==> src/design/ierb_pkg.sv <==
// types and constants for the icmp echo reply builder
package ierb_pkg;

	typedef logic [7:0]  byte_t;
	typedef logic [15:0] csum_t;
	typedef logic [15:0] byte_idx_t;
	typedef logic [31:0] ipv4_addr_t;
	typedef logic [4:0]  hdr_words_t;
	typedef logic [2:0]  req_flags_t;

	// header field values of an echo request
	localparam byte_t VER_IHL_V4_NOOPT = 8'h45;
	localparam byte_t PROTO_ICMP       = 8'h01;
	localparam byte_t ICMP_ECHO_REQ    = 8'h08;
	localparam csum_t CSUM_ALL_ONES    = 16'hffff;

	// byte offsets within the packet
	localparam byte_idx_t OFS_VER_IHL    = 16'd0;
	localparam byte_idx_t OFS_TLEN_HI    = 16'd2;
	localparam byte_idx_t OFS_TLEN_LO    = 16'd3;
	localparam byte_idx_t OFS_PROTO      = 16'd9;
	localparam byte_idx_t OFS_SRC_FIRST  = 16'd12;
	localparam byte_idx_t OFS_SRC_LAST   = 16'd15;
	localparam byte_idx_t OFS_DST_FIRST  = 16'd16;
	localparam byte_idx_t OFS_DST_LAST   = 16'd19;
	localparam byte_idx_t OFS_ICMP_TYPE  = 16'd20;
	localparam byte_idx_t OFS_ICMP_CODE  = 16'd21;
	localparam byte_idx_t OFS_CSUM_LO    = 16'd23;
	localparam byte_idx_t BYTE_IDX_MAX   = 16'hffff;
	localparam logic [16:0] MIN_PKT_BYTES = 17'd24;

	// header length handling
	localparam hdr_words_t MIN_HDR_WORDS = 5'd10;

	// request flag bits
	localparam int FLAG_VER   = 0;
	localparam int FLAG_PROTO = 1;
	localparam int FLAG_TYPE  = 2;
	localparam req_flags_t REQ_FLAGS_ALL = 3'b111;

endpackage

==> src/design/ierb_if.sv <==
// valid/ready channels for packet bytes and reply results
interface ierb_byte_if;
	logic           valid;
	logic           ready;
	ierb_pkg::byte_t data_byte;
	logic           last_byte;

	modport source (output valid, output data_byte, output last_byte, input ready);
	modport sink   (input valid, input data_byte, input last_byte, output ready);
endinterface

interface ierb_result_if;
	logic                  valid;
	logic                  ready;
	logic                  is_echo_request;
	logic                  checksum_ok;
	ierb_pkg::csum_t       reply_checksum;
	ierb_pkg::ipv4_addr_t  reply_source_ip;
	ierb_pkg::ipv4_addr_t  reply_dest_ip;
	logic                  truncated;

	modport source (
		output valid, output is_echo_request, output checksum_ok, output reply_checksum,
		output reply_source_ip, output reply_dest_ip, output truncated, input ready
	);
	modport sink (
		input valid, input is_echo_request, input checksum_ok, input reply_checksum,
		input reply_source_ip, input reply_dest_ip, input truncated, output ready
	);
endinterface

==> src/design/ierb_csum_add.sv <==
// ones' complement 16-bit add with end-around carry
module ierb_csum_add (
	input  ierb_pkg::csum_t acc,
	input  ierb_pkg::csum_t word,
	output ierb_pkg::csum_t sum
);

	logic [16:0] raw;

	// fold the carry back into bit zero
	always_comb begin
		raw = {1'b0, acc} + {1'b0, word};
		sum = raw[15:0] + {15'd0, raw[16]};
	end

endmodule

==> src/design/icmp_echo_reply_builder.sv <==
// Takes an IPv4 packet one byte per beat and returns one result beat per packet, on its last
// byte: echo request check, ICMP checksum check, swapped addresses, reply checksum and a
// truncation flag. A byte is taken every cycle unless input is held off; each byte other
// than a last one passes an input register and updates the running sums and capture
// registers in the next cycle. A last byte waits in the input register until the output
// register is free; the output register then loads the result. Input is held off only
// while a last byte sits in the input register and the previous result has not yet been taken.
module icmp_echo_reply_builder (
	input  logic clk,
	input  logic arst_n,
	ierb_byte_if.sink     pkt,
	ierb_result_if.source res
);

	// input register
	logic            valid_s1;
	ierb_pkg::byte_t data_s1;
	logic            last_s1;

	// per-packet state
	ierb_pkg::byte_idx_t  byte_idx_q;
	ierb_pkg::hdr_words_t hdr_words_q;
	logic [15:0]          tot_len_q;
	ierb_pkg::csum_t      sum_orig_q;
	ierb_pkg::csum_t      sum_reply_q;
	ierb_pkg::byte_t      high_byte_q;
	ierb_pkg::ipv4_addr_t src_addr_q;
	ierb_pkg::ipv4_addr_t dst_addr_q;
	ierb_pkg::req_flags_t req_flags_q;

	// result register
	logic                 res_valid_q;
	logic                 res_echo_q;
	logic                 res_csum_ok_q;
	ierb_pkg::csum_t      res_csum_q;
	ierb_pkg::ipv4_addr_t res_src_q;
	ierb_pkg::ipv4_addr_t res_dst_q;
	logic                 res_trunc_q;

	// next-state values
	ierb_pkg::hdr_words_t hdr_words_d;
	logic [15:0]          tot_len_d;
	ierb_pkg::csum_t      sum_orig_d;
	ierb_pkg::csum_t      sum_reply_d;
	ierb_pkg::ipv4_addr_t src_addr_d;
	ierb_pkg::ipv4_addr_t dst_addr_d;
	ierb_pkg::req_flags_t req_flags_d;
	ierb_pkg::csum_t      word_orig;
	ierb_pkg::csum_t      word_reply;
	ierb_pkg::csum_t      sum_orig_add;
	ierb_pkg::csum_t      sum_reply_add;
	ierb_pkg::hdr_words_t hw_raw;
	logic                 in_range;
	logic [16:0]          byte_count;
	logic                 trunc_d;

	logic out_free;
	logic advance;
	logic process;

	// handshake and stage advance
	assign out_free = !res_valid_q || res.ready;
	assign advance  = !valid_s1 || !last_s1 || out_free;
	assign process  = valid_s1 && advance;
	assign pkt.ready = advance;

	always_ff @(posedge clk or negedge arst_n) begin
		if (!arst_n) begin
			valid_s1 <= 1'b0;
		end else if (advance) begin
			valid_s1 <= pkt.valid;
		end
	end

	always_ff @(posedge clk) begin
		if (advance && pkt.valid) begin
			data_s1 <= pkt.data_byte;
			last_s1 <= pkt.last_byte;
		end
	end

	// header capture
	always_comb begin
		hw_raw      = {data_s1[3:0], 1'b0};
		hdr_words_d = hdr_words_q;
		tot_len_d   = tot_len_q;
		req_flags_d = req_flags_q;
		src_addr_d  = src_addr_q;
		dst_addr_d  = dst_addr_q;
		if (byte_idx_q == ierb_pkg::OFS_VER_IHL) begin
			hdr_words_d = (hw_raw < ierb_pkg::MIN_HDR_WORDS) ? ierb_pkg::MIN_HDR_WORDS : hw_raw;
			if (data_s1 == ierb_pkg::VER_IHL_V4_NOOPT) begin
				req_flags_d[ierb_pkg::FLAG_VER] = 1'b1;
			end
		end
		if (byte_idx_q == ierb_pkg::OFS_TLEN_HI) begin
			tot_len_d = {data_s1, 8'd0};
		end
		if (byte_idx_q == ierb_pkg::OFS_TLEN_LO) begin
			tot_len_d = {tot_len_q[15:8], data_s1};
		end
		if (byte_idx_q == ierb_pkg::OFS_PROTO && data_s1 == ierb_pkg::PROTO_ICMP) begin
			req_flags_d[ierb_pkg::FLAG_PROTO] = 1'b1;
		end
		if (byte_idx_q == ierb_pkg::OFS_ICMP_TYPE && data_s1 == ierb_pkg::ICMP_ECHO_REQ) begin
			req_flags_d[ierb_pkg::FLAG_TYPE] = 1'b1;
		end
		if (byte_idx_q inside {[ierb_pkg::OFS_SRC_FIRST : ierb_pkg::OFS_SRC_LAST]}) begin
			src_addr_d = {src_addr_q[23:0], data_s1};
		end
		if (byte_idx_q inside {[ierb_pkg::OFS_DST_FIRST : ierb_pkg::OFS_DST_LAST]}) begin
			dst_addr_d = {dst_addr_q[23:0], data_s1};
		end
	end

	// words for the two running sums
	always_comb begin
		word_orig  = {high_byte_q, data_s1};
		word_reply = word_orig;
		if (byte_idx_q == ierb_pkg::OFS_ICMP_CODE) begin
			word_reply = {8'd0, data_s1};
		end
		if (byte_idx_q == ierb_pkg::OFS_CSUM_LO) begin
			word_reply = 16'd0;
		end
		in_range = byte_idx_q[0]
			&& (byte_idx_q[15:1] >= {10'd0, hdr_words_q})
			&& (byte_idx_q[15:1] < tot_len_q[15:1]);
	end

	ierb_csum_add u_add_orig (
		.acc  (sum_orig_q),
		.word (word_orig),
		.sum  (sum_orig_add)
	);

	ierb_csum_add u_add_reply (
		.acc  (sum_reply_q),
		.word (word_reply),
		.sum  (sum_reply_add)
	);

	// sums and truncation check
	always_comb begin
		sum_orig_d  = in_range ? sum_orig_add : sum_orig_q;
		sum_reply_d = in_range ? sum_reply_add : sum_reply_q;
		byte_count  = {1'b0, byte_idx_q} + 17'd1;
		trunc_d     = (byte_count < ierb_pkg::MIN_PKT_BYTES) || (byte_count < {1'b0, tot_len_d});
	end

	// packet state, cleared after the last byte
	always_ff @(posedge clk or negedge arst_n) begin
		if (!arst_n) begin
			byte_idx_q  <= '0;
			hdr_words_q <= '0;
			tot_len_q   <= '0;
			sum_orig_q  <= '0;
			sum_reply_q <= '0;
			high_byte_q <= '0;
			src_addr_q  <= '0;
			dst_addr_q  <= '0;
			req_flags_q <= '0;
		end else if (process) begin
			if (last_s1) begin
				byte_idx_q  <= '0;
				hdr_words_q <= '0;
				tot_len_q   <= '0;
				sum_orig_q  <= '0;
				sum_reply_q <= '0;
				high_byte_q <= '0;
				src_addr_q  <= '0;
				dst_addr_q  <= '0;
				req_flags_q <= '0;
			end else begin
				if (byte_idx_q != ierb_pkg::BYTE_IDX_MAX) begin
					byte_idx_q <= byte_idx_q + 16'd1;
				end
				hdr_words_q <= hdr_words_d;
				tot_len_q   <= tot_len_d;
				sum_orig_q  <= sum_orig_d;
				sum_reply_q <= sum_reply_d;
				if (!byte_idx_q[0]) begin
					high_byte_q <= data_s1;
				end
				src_addr_q  <= src_addr_d;
				dst_addr_q  <= dst_addr_d;
				req_flags_q <= req_flags_d;
			end
		end
	end

	// result register
	always_ff @(posedge clk or negedge arst_n) begin
		if (!arst_n) begin
			res_valid_q <= 1'b0;
		end else if (process && last_s1) begin
			res_valid_q <= 1'b1;
		end else if (res.ready) begin
			res_valid_q <= 1'b0;
		end
	end

	always_ff @(posedge clk) begin
		if (process && last_s1) begin
			res_echo_q    <= (req_flags_d == ierb_pkg::REQ_FLAGS_ALL);
			res_csum_ok_q <= (sum_orig_d == ierb_pkg::CSUM_ALL_ONES);
			res_csum_q    <= ~sum_reply_d;
			res_src_q     <= dst_addr_d;
			res_dst_q     <= src_addr_d;
			res_trunc_q   <= trunc_d;
		end
	end

	assign res.valid           = res_valid_q;
	assign res.is_echo_request = res_echo_q;
	assign res.checksum_ok     = res_csum_ok_q;
	assign res.reply_checksum  = res_csum_q;
	assign res.reply_source_ip = res_src_q;
	assign res.reply_dest_ip   = res_dst_q;
	assign res.truncated       = res_trunc_q;

endmodule

==> src/flat_wrapper.sv <==
// flat-port wrapper written by rule: the top's interface ports become plain ports
module icmp_echo_reply_builder_flat 
  (clk, arst_n, pkt_valid, pkt_data_byte, pkt_last_byte, pkt_ready, res_valid, res_is_echo_request, res_checksum_ok, res_reply_checksum, res_reply_source_ip, res_reply_dest_ip, res_truncated, res_ready);
  ierb_byte_if pkt_i ();
  ierb_result_if res_i ();
  input  logic clk;
  input  logic arst_n;
  input wire logic [$bits(pkt_i.valid)-1:0] pkt_valid;
  input wire logic [$bits(pkt_i.data_byte)-1:0] pkt_data_byte;
  input wire logic [$bits(pkt_i.last_byte)-1:0] pkt_last_byte;
  output wire logic [$bits(pkt_i.ready)-1:0] pkt_ready;
  output wire logic [$bits(res_i.valid)-1:0] res_valid;
  output wire logic [$bits(res_i.is_echo_request)-1:0] res_is_echo_request;
  output wire logic [$bits(res_i.checksum_ok)-1:0] res_checksum_ok;
  output wire logic [$bits(res_i.reply_checksum)-1:0] res_reply_checksum;
  output wire logic [$bits(res_i.reply_source_ip)-1:0] res_reply_source_ip;
  output wire logic [$bits(res_i.reply_dest_ip)-1:0] res_reply_dest_ip;
  output wire logic [$bits(res_i.truncated)-1:0] res_truncated;
  input wire logic [$bits(res_i.ready)-1:0] res_ready;
  assign pkt_i.valid = pkt_valid;
  assign pkt_i.data_byte = pkt_data_byte;
  assign pkt_i.last_byte = pkt_last_byte;
  assign pkt_ready = pkt_i.ready;
  assign res_valid = res_i.valid;
  assign res_is_echo_request = res_i.is_echo_request;
  assign res_checksum_ok = res_i.checksum_ok;
  assign res_reply_checksum = res_i.reply_checksum;
  assign res_reply_source_ip = res_i.reply_source_ip;
  assign res_reply_dest_ip = res_i.reply_dest_ip;
  assign res_truncated = res_i.truncated;
  assign res_i.ready = res_ready;
  icmp_echo_reply_builder u_core (.clk(clk), .arst_n(arst_n), .pkt(pkt_i), .res(res_i));
endmodule
==> config.mk <==
export PLATFORM = sky130hd
export DESIGN_NAME = icmp_echo_reply_builder_flat
export DESIGN_NICKNAME = d
export VERILOG_FILES = /design/src/design/ierb_pkg.sv /design/src/design/ierb_if.sv /design/src/design/ierb_csum_add.sv /design/src/design/icmp_echo_reply_builder.sv /design/src/flat_wrapper.sv
export SDC_FILE = /design/constraint.sdc
export NUM_CORES = 1
export LEC_CHECK = 0
export BUFFER_PORTS_ARGS = -buffer_cell sky130_fd_sc_hd__buf_4
export CAP_MARGIN = 10
export CORE_ASPECT_RATIO = 0.75
export CORE_UTILIZATION = 45
export CTS_CLUSTER_SIZE = 8
export DETAILED_ROUTE_END_ITERATION = 7
export GPL_ROUTABILITY_DRIVEN = 0
export HOLD_SLACK_MARGIN = 0.06
export SLEW_MARGIN = 20
export SYNTH_ARGS = -nofsm -noshare
export SYNTH_HDL_FRONTEND = slang
export SYNTH_SLANG_ARGS = --single-unit
export TNS_END_PERCENT = 100
==> constraint.sdc <==
create_clock -name clk -period 6.8 [get_ports clk]
set_input_delay 1.7 -clock clk [delete_from_list [all_inputs] [get_ports clk]]
set_output_delay 1.7 -clock clk [all_outputs]
set_load 0.02 [all_outputs]
==> results of run 1 <==
Yosys cell counts, types with 17 or more instances:
cell	count	area, um2
dfrtp_1	145	3630
edfxtp_1	92	2760
a22o_1	86	753
ha_1	73	913
o21ai_0	70	350
nand2_1	68	255
a21oi_1	57	285
mux2_2	54	608
nor2_1	51	191
clkbuf_1	44	165
inv_1	44	165
xor2_1	30	263
xnor2_1	25	219
and3_1	24	150
nor3_1	24	120
and2_1	22	138
nand3_1	21	105
a21o_1	19	143
mux2i_1	17	170
layer usage:
layer  track usage [%]  vias to the layer above  part of all wire [%]
met3              4.54                       52                   6.6
met2              33.0                      329                    42
li1                  -                     4555                     -
met4              7.17                        0                   2.2
met5                 0                        -                     0
met1              35.8                     4783                    49
layout make-up:
class	count	area share (%)
Timing Repair Buffer	118	5.86
Inverter	44	1.09
Multi-Input combinational cell	821	41.1
Sequential cell	237	42.1
Clock buffer	58	6.54
Clock inverter	2	0.165
Tap cell	385	3.17
worst max-delay path: stages (launching register included):
cell	delay [ns]
dfrtp_1	0.45
or4_1	0.57
or4b_1	0.55
nor4_1	0.46
o21ai_0	0.43
and2_1	0.30
ha_1	0.37
a21oi_1	0.14
o21a_1	0.20
nor2b_1	0.12
o21ai_0	0.12
a21o_1	0.16
a21oi_1	0.09
nor2b_1	0.13
o21ai_0	0.08
nand2b_1	0.10
ha_1	0.14
nor2b_1	0.17
and2_1	0.23
nand3_1	0.09
nor3_1	0.15
nand4bb_1	0.22
a311oi_1	0.36
xor2_1	0.23
mux2i_1	0.10
cells by family after synthesis:
group	Yosys count	synth area share [%]
buffers and inverters	98	2.92
muxes	82	6.96
DFF	237	49.3
adders and majority gates	75	7.36
AOI/OAI and AO/OA	319	17.5
xor gates and xnor gates	56	3.84
and+or+nand+nor	289	12.1
stage by stage:
step                      total power, uW  instances  utilization, %  hold slack (ns)  instance area, um2
final                                4290       1665            53.9            0.492               15200
after global routing                 4520       1665            53.9            0.512               15200
after CTS                            4330       1665            53.8            0.494               15200
after detailed placement             2690       1605            50.2            0.482               14100
after global placement               2680       1605            50.2            0.468               14100
after floorplan                      2400       1156               -            0.439               13000
path summary, 6_finish.rpt:
path	end	cells past startpoint
worst max-delay path	u_core.res.reply_checksum[12]$_DFFE_PP_	24
min in group asynchronous	u_core.sum_reply_q[11]$_DFFE_PN0P_	1
worst max register to register	u_core.res.reply_checksum[12]$_DFFE_PP_	24
worst min register to register	u_core.hdr_words_q[2]$_DFFE_PN0P_	2
max in group asynchronous	u_core.tot_len_q[12]$_DFFE_PN0P_	2
worst min-delay path	u_core.hdr_words_q[2]$_DFFE_PN0P_	2
power by group through the flow:
| stage | sequential, uW | combinational [uW] | clock, uW |
|---|---|---|---|
| floorplan | 1700 | 701 | 0 |
| global placement | 1700 | 979 | 0 |
| detailed placement | 1700 | 990 | 0 |
| CTS | 1670 | 993 | 1660 |
| global route | 1680 | 1110 | 1720 |
| finish | 1680 | 999 | 1620 |
cells in the final DEF, fill, tap and decap left out, types with 36 or more instances in the layout:
master     instances
o21ai_0           70
clkbuf_16         36
buf_4            117
ha_1              73
a22o_1            86
dfrtp_1          145
inv_1             44
nor2_1            49
mux2_2            54
nand2_1           67
edfxtp_1          92
a21oi_1           57
sequential cells by signal, indices dropped and copies added (netlist names), 3 cells and up:
signal,count
u_core.res.reply_dest_ip,32
u_core.sum_reply_q,16
u_core.res.reply_source_ip,32
u_core.hdr_words_q,4
u_core.sum_orig_q,16
u_core.src_addr_q,32
u_core.byte_idx_q,16
u_core.req_flags_q,3
u_core.high_byte_q,8
u_core.data_s1,8
u_core.tot_len_q,16
u_core.dst_addr_q,32
u_core.res.reply_checksum,16
==> flow_summary_export.csv, run 1 <==
group,metric,value,unit
outcome,status,"complete, no violations",
finish,multiInputGateArea,6240,um2
timing,post-route-period-util,92.0,%
setup_path,crit_path_start,"u_core.byte_idx_q[6]$_DFFE_PN0P_",
placed_design,io_buffers,97,
finish,register_area,6390,um2
clocking,ctsRootBufferMaster,"clkbuf_16",
global_route,grt-ovfl-total,0,
clocking,cts_max_level,2,
finish,antenna_cells,0,
global_route,antenna_found_initial,2,
timing,timing_hold_violations_final,0,
placed_design,pre_cts_ws,0.538,ns
timing,tightest_slew,1.06,ns
timing,relSlewSlack,29.3,%
route,drcViolationCount,0,
pwr,p_seq_share,39.0,%
worst_hold_path,hold_class,"flop to flop",
clocking,cts_hold_buf,0,
yosys,synth.distinct_cells,73,
floorplan,dieArea,29500,um2
timing,fin_setup_tns,0,ns
pwr,irDropWorstVdd,0.139,mV
timing,fin_crit,6.26,ns
setup_path,start_kind,"flop",
floorplan,coreArea,28200,um2
clocking,clockBufferDepth,3,
pwr,leakage,0.00674,uW
yosys,synth_warnings,0,
clocking,cts_num_sinks,237,
yosys,syn-instance-count,1156,
setup_path,cp_data_required_time,7.03,ns
timing,fin_skew,0.0208,ns
global_route,grt_pass1_wl,53.4,mm
route,ant_nets,0,
finish,area_delta_synth_final,17.2,%
route,vias,9719,
route,dr.pass1.iters,5,
pwr,p_per_area,283,nW/um2
floorplan,start_util,46.0,%
finish,nFillCells,2470,
yosys,synthFlopType,"dfrtp_1",
yosys,ys_ff_latch,237,
worst_hold_path,min_from,"u_core.hdr_words_q[2]$_DFFE_PN0P_",
setup_path,rrSetupSlack,0.54,ns
clocking,cts_tree,"done",
clocking,numCtsBuffers,35,
pwr,p_switching,1340,uW
clocking,clk_latency,0.53,ns
run,maxCapViolCount,0,
route,routedWlPerCell,20.1,um
timing,setup_ws,0.541,ns
pwr,pwr-share-comb,23.3,%
route,drt_iter0_markers,715,
finish,drive_gt1_share,18.4,%
timing,final_max_slew_viol_count,0,
pwr,netSwitchingFraction,31.1,%
floorplan,dieWidth,198,um
yosys,syn_area_per_cell,11.2,um2
yosys,syn_area,13000,um2
timing,setup_viol,0,
clocking,post_cts_resized,0,
route,via_per_inst,5.84,
setup_path,crit_path_max_fanout,8,
timing,max_freq,0.160,GHz
setup_path,cp-end-kind,"flop",
placed_design,hpwl,22.4,mm
pwr,p_int,2950,uW
setup_path,path_class,"flop to flop",
setup_path,r2r_start,"u_core.byte_idx_q[6]$_DFFE_PN0P_",
timing,rsz0062_at_grt,"false",
yosys,syn-num-nets,1244,
yosys,synthArstFlopShare,61.2,%
floorplan,die_h,149,um
floorplan,num_rows,53,
pwr,clkPwrFrac,37.7,%
clocking,cts_setup_buffers,0,
yosys,synth_edf_count,92,
yosys,ys_seq_area_share,49.3,%
global_route,grt_pass1_vias,9450,
finish,fin_nets,1345,
clocking,clkTransAtPathRegs,0.05,ns
setup_path,crit_arrival,6.49,ns
floorplan,io_pins,98,
global_route,grt_use_total,23.4,%
route,drt_wl_total,33.4,mm
global_route,grt_max_degree,69,
Power figures use the tool's default switching activity.
==> run 2, diff against run 1 <==
--- a/config.mk
+++ b/config.mk
@@ -13,6 +13,7 @@
 export DETAILED_ROUTE_END_ITERATION = 7
 export GPL_ROUTABILITY_DRIVEN = 0
 export HOLD_SLACK_MARGIN = 0.06
+export PLACE_DENSITY_LB_ADDON = 0.2
 export SLEW_MARGIN = 20
 export SYNTH_ARGS = -nofsm -noshare
 export SYNTH_HDL_FRONTEND = slang
==> run 2 against run 1 <==
Combinational power barely moved. Register-to-register slack about the same. Final area is essentially flat. Global-route usage decreased by 0.43 points. Sequential share of layout area barely moved. Setup slack got worse by 0.0095 ns. Hold slack worse by 0.0038 ns. Non-clock buffer count fell by 1. Final cell count hardly changed. Utilization hardly changed. Flip-flop and latch count unchanged. Critical path type unchanged.
==> flow_summary_export.csv, run 2 (synthesis gave the netlist of run 1 again) <==
group,metric,value,unit
global_route,grt_max_degree,85,
finish,fin_nets,1344,
timing,post-route-period-util,92.2,%
worst_hold_path,hold_class,"flop to flop",
run,maxCapViolCount,0,
setup_path,crit_path_max_fanout,8,
route,route.top_layer_used,"met4",
clocking,numCtsBuffers,35,
route,wl_met3,1.89,mm
route,drt_iter0_markers,733,
timing,timing_hold_violations_final,0,
global_route,grt-ovfl-total,0,
floorplan,dieWidth,198,um
clocking,cts_tree,"done",
finish,antenna_cells,0,
outcome,status,"complete, no violations",
finish,area_delta_synth_final,17.2,%
clocking,clk_latency,0.51,ns
clocking,cts_max_level,2,
pwr,netSwitchingFraction,31.0,%
floorplan,coreArea,28200,um2
route,drt_wl_total,33.2,mm
placed_design,hpwl,22.2,mm
global_route,antenna_found_initial,1,
pwr,p_seq_share,39.0,%
pwr,p_int,2960,uW
finish,final_cell_mix,"dfrtp_1, buf_4, edfxtp_1, a22o_1, ha_1",
route,vias,9613,
global_route,grt_pass1_wl,52.5,mm
floorplan,start_util,46.0,%
clocking,cts_setup_buffers,0,
pwr,irDropWorstVdd,0.218,mV
global_route,grt_pass1_vias,9324,
global_route,grt_use_total,22.9,%
timing,fin_setup_tns,0,ns
route,via_per_inst,5.77,
placed_design,pre_cts_ws,0.588,ns
clocking,clockBufferDepth,3,
timing,setup_ws,0.531,ns
pwr,p_switching,1330,uW
setup_path,crit_arrival,6.49,ns
finish,drive_gt1_share,18.3,%
setup_path,start_kind,"flop",
clocking,post_cts_resized,0,
clocking,cts_num_sinks,237,
route,met2_length,13.7,mm
timing,tightest_slew,1.10,ns
floorplan,io_pins,98,
timing,final_max_slew_viol_count,0,
timing,relSlewSlack,26.1,%
route,drcViolationCount,0,
timing,fin_crit,6.27,ns
pwr,leakage,0.00674,uW
route,dr.pass1.iters,5,
timing,fin_skew,0.0185,ns
finish,final_common_cell,"dfrtp_1",
floorplan,die_h,149,um
route,routedWlPerCell,19.9,um
pwr,p_per_area,282,nW/um2
route,ant_nets,0,
pwr,clkPwrFrac,37.6,%
clocking,cts_hold_buf,0,
timing,max_freq,0.160,GHz
floorplan,dieArea,29500,um2
timing,rsz0062_at_grt,"false",
placed_design,io_buffers,97,
timing,setup_viol,0,
setup_path,path_class,"flop to flop",
floorplan,num_rows,53,
clocking,ctsRootBufferMaster,"clkbuf_16",
setup_path,cp_data_required_time,7.02,ns
clocking,clkTransAtPathRegs,0.05,ns
setup_path,cp-end-kind,"flop",
route,met1_length,16.9,mm
pwr,pwr-share-comb,23.4,%
[run 2: power by group through the flow]
stage          Clock, uW  Sequential, uW  Combinational [uW]
3_5_place_dp           0            1690                 990
6_report            1610            1670                1000
4_1_cts             1650            1670                 995
5_1_grt             1720            1680                1110
2_1_floorplan          0            1700                 701
3_3_place_gp           0            1690                 973
[run 2: cell type report]
class	instances	area (um2)
inverter	44	165
multi-input combinational	821	6240
clock buffer	60	1000
timing repair buffer	117	882
clock inverter	2	25.0
tap	385	482
sequential	237	6390
fill	2434	13000
[run 2: stage by stage]
stage                     total power, uW  utilization, %  hold WS (ns)  cell area (um2)  std cells
final                                4290            53.9         0.489            15200       1666
after global routing                 4500            53.9         0.515            15200       1666
after CTS                            4320            53.8         0.484            15200       1666
after detailed placement             2680            50.2         0.467            14100       1604
after global placement               2670            50.2         0.472            14100       1604
after floorplan                      2400               -         0.439            13000       1156
[run 2: worst paths after layout]
path | startpoint | end | slack (ns) | depth (start not counted)
min in group asynchronous | arst_n | u_core.sum_reply_q[14]$_DFFE_PN0P_ | 1.12 | 1
max | u_core.byte_idx_q[6]$_DFFE_PN0P_ | u_core.res.reply_checksum[12]$_DFFE_PP_ | 0.53 | 24
min | u_core.hdr_words_q[2]$_DFFE_PN0P_ | u_core.hdr_words_q[2]$_DFFE_PN0P_ | 0.49 | 2
max in group asynchronous | arst_n | u_core.hdr_words_q[2]$_DFFE_PN0P_ | 4.57 | 2
max reg2reg | u_core.byte_idx_q[6]$_DFFE_PN0P_ | u_core.res.reply_checksum[12]$_DFFE_PP_ | 0.53 | 24
min reg2reg | u_core.hdr_words_q[2]$_DFFE_PN0P_ | u_core.hdr_words_q[2]$_DFFE_PN0P_ | 0.49 | 2
[run 2: per-layer routing]
metal	vias up	GRT usage [%]
li1	4579	-
met1	4710	35.9
met2	262	31.8
met3	62	4.02
met4	0	7.02
met5	-	0
[run 2: critical path, stage by stage (launching register included)]
cell	delay, ns
dfrtp_1	0.46
or4_1	0.59
or4b_1	0.56
nor4_1	0.45
o21ai_0	0.41
and2_1	0.28
ha_1	0.37
a21oi_1	0.13
o21a_1	0.20
nor2b_1	0.12
o21ai_0	0.13
a21o_1	0.16
a21oi_1	0.09
nor2b_1	0.12
o21ai_0	0.08
nand2b_1	0.11
ha_1	0.14
nor2b_1	0.17
and2_1	0.22
nand3_1	0.09
nor3_1	0.14
nand4bb_1	0.23
a311oi_1	0.37
xor2_1	0.22
mux2i_1	0.11
==> run 3, diff against run 2 <==
--- a/config.mk
+++ b/config.mk
@@ -8,7 +8,7 @@
 export BUFFER_PORTS_ARGS = -buffer_cell sky130_fd_sc_hd__buf_4
 export CAP_MARGIN = 10
 export CORE_ASPECT_RATIO = 0.75
-export CORE_UTILIZATION = 45
+export CORE_UTILIZATION = 50
 export CTS_CLUSTER_SIZE = 8
 export DETAILED_ROUTE_END_ITERATION = 7
 export GPL_ROUTABILITY_DRIVEN = 0
==> run 3 against run 2 <==
Final area shrank 0.53%. Maximum frequency grew 2.6%. Via count grew 1.3%. Final cell count shrank 3.0%. Critical path type unchanged. Critical endpoint unchanged. Largest cell class unchanged.
==> flow_summary_export.csv, run 3 (synthesis gave the netlist of run 1 again) <==
group,metric,value,unit
finish,fin_nets,1344,
floorplan,start_util,51.4,%
clocking,clockBufferDepth,3,
finish,design_area,15100,um2
setup_path,path_class,"flop to flop",
finish,drive_gt1_share,18.5,%
timing,post-route-period-util,89.9,%
pwr,leakage,0.00672,uW
placed_design,hpwl,21.4,mm
floorplan,coreArea,25200,um2
timing,max_freq,0.164,GHz
finish,layout.cells.non_filler,1616,
route,routedWlPerCell,20.0,um
setup_path,cp-end-kind,"flop",
setup_path,crit_arrival,6.32,ns
placed_design,dpl.cell_count,1557,
route,met1_length,16.0,mm
route,via_per_inst,6.02,
clocking,numCtsBuffers,35,
floorplan,die_h,141,um
placed_design,post_dp_cell_area,14100,um2
route,vias,9734,
global_route,grt_pass1_vias,9147,
worst_hold_path,hold_depth,1,
clocking,cts_setup_buffers,0,
pwr,p_total,4250,uW
setup_path,reg2reg_to,"u_core.res.reply_checksum[12]$_DFFE_PP_",
pwr,p_per_area,281,nW/um2
timing,fin_skew,0.0160,ns
clocking,clk_latency,0.51,ns
route,drt_wl_total,32.2,mm
route,route.top_layer_used,"met4",
setup_path,crit_path_max_fanout,8,
run,maxCapViolCount,0,
route,met2_length,13.5,mm
finish,antenna_cells,0,
finish,final_common_cell,"dfrtp_1",
route,dr.pass1.iters,5,
timing,tightest_slew,1.06,ns
timing,final_max_slew_viol_count,0,
clocking,ctsRootBufferMaster,"clkbuf_16",
setup_path,start_kind,"flop",
clocking,cts_num_sinks,237,
placed_design,io_buffers,97,
finish,area_delta_synth_final,16.6,%
global_route,antenna_found_initial,2,
timing,setup_viol,0,
global_route,grt_use_total,24.4,%
finish,final_cell_mix,"dfrtp_1, buf_4, edfxtp_1, a22o_1, ha_1",
global_route,grt_max_degree,95,
pwr,irDropWorstVdd,0.175,mV
worst_hold_path,min_from,"u_core.last_s1$_DFFE_PP_",
route,ant_nets,0,
timing,timing_hold_violations_final,0,
timing,fin_setup_tns,0,ns
global_route,grt_pass1_wl,51.4,mm
worst_hold_path,min_to,"u_core.sum_orig_q[7]$_DFFE_PN0P_",
global_route,grt-ovfl-total,0,
setup_path,reg2reg_depth,24,
finish,nFillCells,2058,
clocking,clkTransAtPathRegs,0.05,ns
floorplan,dieWidth,188,um
timing,relSlewSlack,29.6,%
timing,rsz0062_at_grt,"false",
setup_path,rrSetupSlack,0.69,ns
clocking,cts_tree,"done",
route,wl_met3,2.33,mm
finish,final_util,59.9,%
floorplan,num_rows,50,
setup_path,cp_data_required_time,7.01,ns
setup_path,r2r_start,"u_core.byte_idx_q[6]$_DFFE_PN0P_",
floorplan,dieArea,26600,um2
clocking,cts_max_level,2,
timing,fin_crit,6.11,ns
route,drcViolationCount,0,
route,drt_iter0_markers,981,
outcome,status,"complete, no violations",
worst_hold_path,hold_class,"flop to flop",
floorplan,io_pins,98,
-- run 3: power by group --
part	internal [uW]	switching, uW
Combinational	376	623
Sequential	1590	86.4
Clock	958	622
-- run 3: worst max-delay path by stage --
stage                                           start                                       to  slack [ns]
finish               u_core.byte_idx_q[6]$_DFFE_PN0P_  u_core.res.reply_checksum[12]$_DFFE_PP_        0.69
global route         u_core.byte_idx_q[6]$_DFFE_PN0P_  u_core.res.reply_checksum[12]$_DFFE_PP_        0.11
CTS                 u_core.byte_idx_q[13]$_DFFE_PN0P_  u_core.res.reply_checksum[12]$_DFFE_PP_        0.58
global placement    u_core.byte_idx_q[13]$_DFFE_PN0P_  u_core.res.reply_checksum[12]$_DFFE_PP_        0.78
floorplan                                   res_ready         u_core.res.checksum_ok$_DFFE_PP_        0.96
detailed placement  u_core.byte_idx_q[13]$_DFFE_PN0P_  u_core.res.reply_checksum[12]$_DFFE_PP_        0.61
-- run 3: final cells by class --
type                    instances  area, um2  share of cell area, %
multi-input cells             821       6250                   41.4
well taps                     338        423                   2.80
clock buffers                  56        955                   6.32
inverters                      44        165                   1.09
flip-flops and latches        237       6390                   42.3
repair buffers                117        882                   5.84
clock inverters                 3       37.5                  0.249
-- run 3: timing repair --
action,4_1_cts,5_1_grt
resized for setup,0,2
setup endpoints to repair,0,2
hold buffers,0,0
hold endpoints to repair,0,0
-- run 3: critical path: stages, from the launching register on --
cell	delay [ns]
dfrtp_1	0.46
or4_1	0.59
or4b_1	0.57
nor4_2	0.30
nand2_1	0.21
and2_1	0.21
ha_1	0.35
nor2b_1	0.21
o31a_1	0.19
o21bai_1	0.13
o21ai_0	0.32
a21o_1	0.16
a21oi_1	0.08
nor2b_1	0.11
o21ai_0	0.07
nand2b_1	0.11
ha_1	0.14
nor2b_1	0.19
and2_1	0.22
nand3_1	0.09
nor3_1	0.18
nand4bb_1	0.26
a311oi_1	0.36
xor2_1	0.21
mux2i_1	0.10
-- run 3: routing by layer --
| metal | vias up | track usage (%) |
|---|---|---|
| li1 | 4571 | - |
| met1 | 4787 | 38.3 |
| met2 | 341 | 34.6 |
| met3 | 35 | 4.85 |
| met4 | 0 | 5.09 |
| met5 | - | 0 |
-- run 3: stage by stage --
stage | setup slack, ns | hold WS (ns)
floorplan | 0.957 | 0.439
finish | 0.687 | 0.482
global placement | 0.782 | 0.456
CTS | 0.581 | 0.482
detailed placement | 0.614 | 0.465
global route | 0.115 | 0.516
